[src/hdl/fpd_pkg.sv]
// Package with types, constants and the reciprocal seed table of the fixed-point divider.
`default_nettype none
package fpd_pkg;

    localparam int DataWidth  = 32;
    localparam int TdataWidth = 64;
    localparam int NStages    = 8;
    localparam logic [31:0] SatNeg = 32'h8000_0000;
    localparam logic [31:0] SatPos = 32'h7fff_ffff;

    typedef logic [31:0] word_t;

    // Payload that travels down the pipeline.
    typedef struct packed {
        logic        neg;
        logic        sat;
        logic [4:0]  sh;
        word_t       d;
        word_t       n1;
        word_t       n0;
        word_t       v;
        word_t       a;
        word_t       b;
        word_t       c;
    } stage_t;

    // 512-entry table of 15-bit reciprocal seeds, indexed by the divisor's bits 30:22.
    function automatic logic [15:0] seed_lookup(input logic [8:0] idx);
        logic [15:0] tab [0:511];
        tab = '{
 16'h7fe1,16'h7fa1,16'h7f61,16'h7f22,16'h7ee3,16'h7ea4,16'h7e65,16'h7e27,16'h7de9,16'h7dab,16'h7d6d,16'h7d30,16'h7cf3,16'h7cb6,16'h7c79,16'h7c3d,
 16'h7c00,16'h7bc4,16'h7b89,16'h7b4d,16'h7b12,16'h7ad7,16'h7a9c,16'h7a61,16'h7a27,16'h79ec,16'h79b2,16'h7979,16'h793f,16'h7906,16'h78cc,16'h7894,
 16'h785b,16'h7822,16'h77ea,16'h77b2,16'h777a,16'h7742,16'h770b,16'h76d3,16'h769c,16'h7665,16'h762f,16'h75f8,16'h75c2,16'h758c,16'h7556,16'h7520,
 16'h74ea,16'h74b5,16'h7480,16'h744b,16'h7416,16'h73e2,16'h73ad,16'h7379,16'h7345,16'h7311,16'h72dd,16'h72aa,16'h7277,16'h7243,16'h7210,16'h71de,
 16'h71ab,16'h7179,16'h7146,16'h7114,16'h70e2,16'h70b1,16'h707f,16'h704e,16'h701c,16'h6feb,16'h6fba,16'h6f8a,16'h6f59,16'h6f29,16'h6ef9,16'h6ec8,
 16'h6e99,16'h6e69,16'h6e39,16'h6e0a,16'h6ddb,16'h6dab,16'h6d7d,16'h6d4e,16'h6d1f,16'h6cf1,16'h6cc2,16'h6c94,16'h6c66,16'h6c38,16'h6c0a,16'h6bdd,
 16'h6bb0,16'h6b82,16'h6b55,16'h6b28,16'h6afb,16'h6acf,16'h6aa2,16'h6a76,16'h6a49,16'h6a1d,16'h69f1,16'h69c6,16'h699a,16'h696e,16'h6943,16'h6918,
 16'h68ed,16'h68c2,16'h6897,16'h686c,16'h6842,16'h6817,16'h67ed,16'h67c3,16'h6799,16'h676f,16'h6745,16'h671b,16'h66f2,16'h66c8,16'h669f,16'h6676,
 16'h664d,16'h6624,16'h65fc,16'h65d3,16'h65aa,16'h6582,16'h655a,16'h6532,16'h650a,16'h64e2,16'h64ba,16'h6493,16'h646b,16'h6444,16'h641c,16'h63f5,
 16'h63ce,16'h63a7,16'h6381,16'h635a,16'h6333,16'h630d,16'h62e7,16'h62c1,16'h629a,16'h6275,16'h624f,16'h6229,16'h6203,16'h61de,16'h61b8,16'h6193,
 16'h616e,16'h6149,16'h6124,16'h60ff,16'h60da,16'h60b6,16'h6091,16'h606d,16'h6049,16'h6024,16'h6000,16'h5fdc,16'h5fb8,16'h5f95,16'h5f71,16'h5f4d,
 16'h5f2a,16'h5f07,16'h5ee3,16'h5ec0,16'h5e9d,16'h5e7a,16'h5e57,16'h5e35,16'h5e12,16'h5def,16'h5dcd,16'h5dab,16'h5d88,16'h5d66,16'h5d44,16'h5d22,
 16'h5d00,16'h5cde,16'h5cbd,16'h5c9b,16'h5c7a,16'h5c58,16'h5c37,16'h5c16,16'h5bf5,16'h5bd4,16'h5bb3,16'h5b92,16'h5b71,16'h5b51,16'h5b30,16'h5b10,
 16'h5aef,16'h5acf,16'h5aaf,16'h5a8f,16'h5a6f,16'h5a4f,16'h5a2f,16'h5a0f,16'h59ef,16'h59d0,16'h59b0,16'h5991,16'h5972,16'h5952,16'h5933,16'h5914,
 16'h58f5,16'h58d6,16'h58b7,16'h5899,16'h587a,16'h585b,16'h583d,16'h581f,16'h5800,16'h57e2,16'h57c4,16'h57a6,16'h5788,16'h576a,16'h574c,16'h572e,
 16'h5711,16'h56f3,16'h56d5,16'h56b8,16'h569b,16'h567d,16'h5660,16'h5643,16'h5626,16'h5609,16'h55ec,16'h55cf,16'h55b2,16'h5596,16'h5579,16'h555d,
 16'h5540,16'h5524,16'h5507,16'h54eb,16'h54cf,16'h54b3,16'h5497,16'h547b,16'h545f,16'h5443,16'h5428,16'h540c,16'h53f0,16'h53d5,16'h53b9,16'h539e,
 16'h5383,16'h5368,16'h534c,16'h5331,16'h5316,16'h52fb,16'h52e0,16'h52c6,16'h52ab,16'h5290,16'h5276,16'h525b,16'h5240,16'h5226,16'h520c,16'h51f1,
 16'h51d7,16'h51bd,16'h51a3,16'h5189,16'h516f,16'h5155,16'h513b,16'h5121,16'h5108,16'h50ee,16'h50d5,16'h50bb,16'h50a2,16'h5088,16'h506f,16'h5056,
 16'h503c,16'h5023,16'h500a,16'h4ff1,16'h4fd8,16'h4fbf,16'h4fa6,16'h4f8e,16'h4f75,16'h4f5c,16'h4f44,16'h4f2b,16'h4f13,16'h4efa,16'h4ee2,16'h4eca,
 16'h4eb1,16'h4e99,16'h4e81,16'h4e69,16'h4e51,16'h4e39,16'h4e21,16'h4e09,16'h4df1,16'h4dda,16'h4dc2,16'h4daa,16'h4d93,16'h4d7b,16'h4d64,16'h4d4d,
 16'h4d35,16'h4d1e,16'h4d07,16'h4cf0,16'h4cd8,16'h4cc1,16'h4caa,16'h4c93,16'h4c7d,16'h4c66,16'h4c4f,16'h4c38,16'h4c21,16'h4c0b,16'h4bf4,16'h4bde,
 16'h4bc7,16'h4bb1,16'h4b9a,16'h4b84,16'h4b6e,16'h4b58,16'h4b41,16'h4b2b,16'h4b15,16'h4aff,16'h4ae9,16'h4ad3,16'h4abd,16'h4aa8,16'h4a92,16'h4a7c,
 16'h4a66,16'h4a51,16'h4a3b,16'h4a26,16'h4a10,16'h49fb,16'h49e5,16'h49d0,16'h49bb,16'h49a6,16'h4990,16'h497b,16'h4966,16'h4951,16'h493c,16'h4927,
 16'h4912,16'h48fe,16'h48e9,16'h48d4,16'h48bf,16'h48ab,16'h4896,16'h4881,16'h486d,16'h4858,16'h4844,16'h482f,16'h481b,16'h4807,16'h47f3,16'h47de,
 16'h47ca,16'h47b6,16'h47a2,16'h478e,16'h477a,16'h4766,16'h4752,16'h473e,16'h472a,16'h4717,16'h4703,16'h46ef,16'h46db,16'h46c8,16'h46b4,16'h46a1,
 16'h468d,16'h467a,16'h4666,16'h4653,16'h4640,16'h462c,16'h4619,16'h4606,16'h45f3,16'h45e0,16'h45cd,16'h45ba,16'h45a7,16'h4594,16'h4581,16'h456e,
 16'h455b,16'h4548,16'h4536,16'h4523,16'h4510,16'h44fe,16'h44eb,16'h44d8,16'h44c6,16'h44b3,16'h44a1,16'h448f,16'h447c,16'h446a,16'h4458,16'h4445,
 16'h4433,16'h4421,16'h440f,16'h43fd,16'h43eb,16'h43d9,16'h43c7,16'h43b5,16'h43a3,16'h4391,16'h437f,16'h436d,16'h435c,16'h434a,16'h4338,16'h4327,
 16'h4315,16'h4303,16'h42f2,16'h42e0,16'h42cf,16'h42bd,16'h42ac,16'h429b,16'h4289,16'h4278,16'h4267,16'h4256,16'h4244,16'h4233,16'h4222,16'h4211,
 16'h4200,16'h41ef,16'h41de,16'h41cd,16'h41bc,16'h41ab,16'h419a,16'h418a,16'h4179,16'h4168,16'h4157,16'h4147,16'h4136,16'h4125,16'h4115,16'h4104,
 16'h40f4,16'h40e3,16'h40d3,16'h40c2,16'h40b2,16'h40a2,16'h4091,16'h4081,16'h4071,16'h4061,16'h4050,16'h4040,16'h4030,16'h4020,16'h4010,16'h4000
        };
        return tab[idx];
    endfunction

    // Leading-zero count of a nonzero 32-bit word.
    function automatic logic [4:0] count_lz(input word_t x);
        logic [4:0] n;
        logic       found;
        n = 5'd0;
        found = 1'b0;
        for (int i = 31; i >= 0; i--) begin
            if (!found && x[i]) begin
                found = 1'b1;
                n = 5'(31 - i);
            end
        end
        return n;
    endfunction

endpackage
`default_nettype wire

[src/hdl/fpd_stage.sv]
// One pipeline stage of the divider: a register slot with a valid bit and stall control.
`default_nettype none
module fpd_stage
    import fpd_pkg::*;
(
    input  wire logic   aclk,
    input  wire logic   aresetn,
    input  wire logic   in_valid,
    output logic        in_ready,
    input  wire stage_t in_data,
    output logic        out_valid,
    input  wire logic   out_ready,
    output stage_t      out_data
);

    logic   valid_reg;
    stage_t data_reg;

    // The slot takes new data when empty or when its contents leave this cycle.
    assign in_ready  = !valid_reg || out_ready;
    assign out_valid = valid_reg;
    assign out_data  = data_reg;

    always_ff @(posedge aclk) begin
        if (!aresetn) begin
            valid_reg <= 1'b0;
        end else if (in_ready) begin
            valid_reg <= in_valid;
        end
    end

    always_ff @(posedge aclk) begin
        if (in_ready && in_valid) begin
            data_reg <= in_data;
        end
    end

endmodule
`default_nettype wire

[config.mk]
export PLATFORM = sky130hd
export DESIGN_NAME = fpd_stage
export DESIGN_NICKNAME = d
export VERILOG_FILES = /design/src/hdl/fpd_pkg.sv /design/src/hdl/fpd_stage.sv
export SDC_FILE = /design/constraint.sdc
export NUM_CORES = 1
export LEC_CHECK = 0
export BUFFER_PORTS_ARGS = -buffer_cell sky130_fd_sc_hd__buf_2
export CAP_MARGIN = 20
export CORE_AREA = 2 2 179 181
export CTS_BUF_LIST = sky130_fd_sc_hd__clkbuf_4
export CTS_CLUSTER_DIAMETER = 200
export DETAILED_ROUTE_END_ITERATION = 6
export DIE_AREA = 0 0 181 183
export HOLD_SLACK_MARGIN = 0.02
export PLACE_DENSITY = 0.54
export SETUP_SLACK_MARGIN = 0.02
export SLEW_MARGIN = 10
export SYNTH_ARGS = -nofsm -noshare
export SYNTH_HDL_FRONTEND = slang
export SYNTH_SLANG_ARGS = --single-unit
[constraint.sdc]
create_clock -name aclk -period 4.1 [get_ports aclk]
set_input_delay 0.82 -clock aclk [delete_from_list [all_inputs] [get_ports aclk]]
set_output_delay 0.82 -clock aclk [all_outputs]
set_load 0.01 [all_outputs]
After elaboration in Yosys (flattened, before gate mapping)

Index checks and enable logic that the tools add are counted.

Register bits after elaboration: 232
Bits of input ports: 235

Reductions and logical operators: 3

Operators with widths:

| cell              | number |
|---|---|
| logical AND 1 bit | 1 |
| zero test 1 bit   | 1 |
| logical OR 1 bit  | 1 |

Logic depth before layout (Yosys ltp)

Depth after elaboration: 3
Gate-level depth with buffers: 2

Least setup slack after synthesis

No wires, ideal clock.

Kind: input port to flip-flop
Start: in out_ready
End: reg data_reg (netlist bit out_data[0]), enable pin
Path slack: 1.069 ns
Stages: 2
Arrival time: 2.598 ns
Cell sequence: nand2b_4 and2_4

Cells in the longest elaborated chain, start to end: 2

Ends and longest elaborated chain:

| element              | RTL line        | source |
|---|---|---|
| start, declared      | fpd_stage.sv:12 | `input wire logic out_ready,` |
| logical OR 1 bit     | fpd_stage.sv:20 | `assign in_ready = !valid_reg \|\| out_ready;` |
| logical AND 1 bit    | fpd_stage.sv:33 | `if (in_ready && in_valid) begin` |
| end signal, assigned | fpd_stage.sv:34 | `data_reg <= in_data;` |
| end, declared        | fpd_stage.sv:17 | `stage_t data_reg;` |

No other way between the ends.
A chain may end at the register's enable or synchronous reset.

Final worst setup path

Start: reg data_reg (netlist bit out_data[110])
End: out out_data[110] in the netlist's numbering

RTL lines:

| element       | RTL line        | source |
|---|---|---|
| end, declared | fpd_stage.sv:13 | `output stage_t out_data` |

No word-level cell between the ends.

==> reports/qor.tcl <==
set qor(first_iter_violations) 102
set qor(detail_route.first_pass.iterations) 4
set qor(total_global_route_track_usage) 0.114
set qor(regToRegSetupSlack_ns) 2.28
set qor(min_path_cells) 1
set qor(status) {finished, final reports clean}
set qor(synth_seq_area_share) 0.995
set qor(critical_path.max_fanout) 1
set qor(maxCapViolations) 0
set qor(maximum_number_of_pins_on_one_net_before_global_route_repair) 56
set qor(wirelength_um) 19900
set qor(worst-setup-path-type) {reg2out}
set qor(design.core.area_sq_mm) 0.0312
set qor(max-slew-margin-rel) 0.452
set qor(worstSkewPairLatency_ns) 0.67
set qor(cts.hold.buffers_added) 0
set qor(design.portCount) 468
set qor(fin_nets) 1012
set qor(via_per_inst) 3.71
set qor(final_cell_area_sq_mm) 0.0107
set qor(hold-path-endpoint) {out_data[179]}
set qor(worstPathCellList) {buf_2}
set qor(setup_violations) 0
set qor(effective_utilization_at_floorplan) 0.224
set qor(worst_path_max_delay_cell) {edfxtp_1}
set qor(synth_fp_nets) 471
set qor(p_int_mw) 4.04
set qor(vias_in_the_first_global_route) 4817
set qor(finClkSkew_ns) 0.0282
set qor(cts.repair.resized) 0
set qor(synth.avg_cell_area_sq_um) 29.6
set qor(yosys_warnings) 0
set qor(final-max-slew-violation-count) 0
set qor(totalPowerFinal_mw) 5.19
set qor(root_buffer) {clkbuf_4}
set qor(htree_levels) 2
set qor(die_width_um) 181
set qor(crit_path_end_kind) {output pin}
set qor(share_comb_of_total_power) 0.077
set qor(port-buffer-count) 467
set qor(reg2reg_from) {out_valid}
set qor(place_ws_ns) 1.61
set qor(antenna_found_initial) 11
set qor(fill_cells) 3096
set qor(congestion_overflow_gr) 0
set qor(gpl.final_weighted_congestion) 0.758
set qor(hpwl_um) 15400
set qor(worst_supply_voltage_drop_on_vdd_v) 0.000230
set qor(maxClockFrequency_ghz) 0.482
set qor(r2r_end) {out_data[106]}
set qor(final_hold_viol_count) 0
set qor(total_leakage_power_nw) 4.62
set qor(std_cell_rows) 65
set qor(worst-path-buf-inv) 1
set qor(routed-via-count) 4536
set qor(route.detailed.wl_per_inst_um) 16.3
set qor(synthDistinctLibCells) 6
set qor(required_ns) 3.28
set qor(cts.path.max_buffers) 3
set qor(finalCoreUtilization) 0.344
set qor(floorplan.die_area_sq_mm) 0.0331
set qor(setup_tns_ns) 0
set qor(synth_seq_cells) 232
set qor(ff2ff_path_depth) 3
set qor(power.switching_fraction) 0.220
set qor(worstMarginPinSlew_ns) 0.822
set qor(global_route_wire_length_before_repair_um) 28000
set qor(die_boundary_height_um) 183
set qor(cpLargestDelayFamily) {flip-flops}
set qor(tritoncts.num_buffers) 61
set qor(layout_setup_ws_ns) 2.03
set qor(fraction_of_layout_instances_using_a_drive_strength_above_1) 0.701
set qor(hp-class) {in2reg}
set qor(layout_min_cycle_time_ns) 2.07
set qor(drc_violation_count_after_routing) 0
set qor(cts.reportedPaths.clkPinSlew_ns) 0.07
set qor(post_cts_buffers) 0
set qor(hold_path_startpoint) {in_data[179]}
set qor(syn_to_final_growth_pct) 53.4
set qor(place_area_sq_mm) 0.00995
set qor(cts_tree) {built}
set qor(syn_inst) 236
set qor(power_density_of_the_placed_cells_mw_per_mm2) 483
set qor(rsz0062_at_grt) {false}
set qor(cts_num_sinks) 232
set qor(worstSetupStartpointType) {flip-flop}
set qor(p_clk_frac) 0.381
set qor(period_share) 0.506
set qor(share_seq_of_total_power) 0.542
set qor(p_sw_mw) 1.14
set qor(max_stage_delay_ns) 0.42
set qor(synth_area_sq_mm) 0.00699
set qor(timing.critical_path.arrival_ns) 1.25
set qor(ant_nets) 0
==> cells by family (layout without fill, tap and decap cells) <==
family / Yosys count / after routing / synth area share
buffers and inverters: 1 / 582 / 0.000536
DFF: 232 / 232 / 0.995
and+or+nand+nor: 2 / 2 / 0.00322
AOI/OAI and AO/OA: 1 / 1 / 0.00161
other: 0 / 2 / 0
==> final cells by class <==
type	instances	area, sq um	share of cell area
tap	402	503	0.0469
inverter	1	3.75	0.000350
clock inverter	16	116	0.0108
timing repair buffer	478	2460	0.229
sequential	232	6960	0.648
antenna	2	5.00	0.000466
multi-input combinational	3	33.8	0.00315
clock buffer	87	653	0.0609
==> registers in the layout, indices dropped and copies added (netlist names) <==
name and count:
out_data 231, out_valid 1
==> through the flow <==
step	cells	hold slack, ns
2_1_floorplan	236	0.546
3_3_place_gp	1116	0.498
3_5_place_dp	1116	0.503
4_1_cts	1219	0.174
5_1_grt	1221	0.200
6_report	1221	0.311
==> power groups by stage <==
stage	sequential, mW	combinational, mW	clock, mW
after detailed placement	2.86	0.411	0
after global routing	2.82	0.433	2.19
after global placement	2.86	0.406	0
after CTS	2.81	0.411	2.08
final	2.81	0.401	1.98
after floorplan	2.94	0.0437	0
==> synthesized netlist by cell type <==
cell	instances	area (sq um)
a21boi_2	1	11.3
and2_4	1	8.76
dfxtp_1	1	20.0
edfxtp_1	231	6940
inv_1	1	3.75
nand2b_4	1	13.8
==> cell usage in the layout (no fill, tap or decap) <==
master,netlist,routed
bufinv_16,0,2
buf_4,0,8
clkbuf_4,0,87
a21boi_2,1,1
dfxtp_1,1,1
buf_12,0,3
clkinv_1,0,11
and2_4,1,1
inv_1,1,1
clkinv_2,0,3
buf_2,0,467
diode_2,0,2
edfxtp_1,231,231
nand2b_4,1,1
==> worst max path at each step <==
stage | startpoint | cells after the start | end | slack [ns]
2_1_floorplan | out_ready | 2 | out_data[0] | 1.07
3_3_place_gp | out_ready | 4 | out_data[12] | 1.60
3_5_place_dp | out_ready | 4 | out_data[89] | 1.61
4_1_cts | out_data[110] | 1 | out_data[110] | 1.87
5_1_grt | out_valid | 2 | in_ready | 1.90
6_report | out_data[110] | 1 | out_data[110] | 2.03
==> routing by layer <==
| metal | track usage | up-vias | wire length, um |
|---|---|---|---|
| li1 | - | 2089 | - |
| met1 | 0.111 | 2070 | 6810 |
| met2 | 0.196 | 318 | 9890 |
| met3 | 0.0653 | 47 | 2730 |
| met4 | 0.0488 | 12 | 428 |
| met5 | 0 | - | 75 |
No activity file was read; power rests on OpenSTA's default activity.
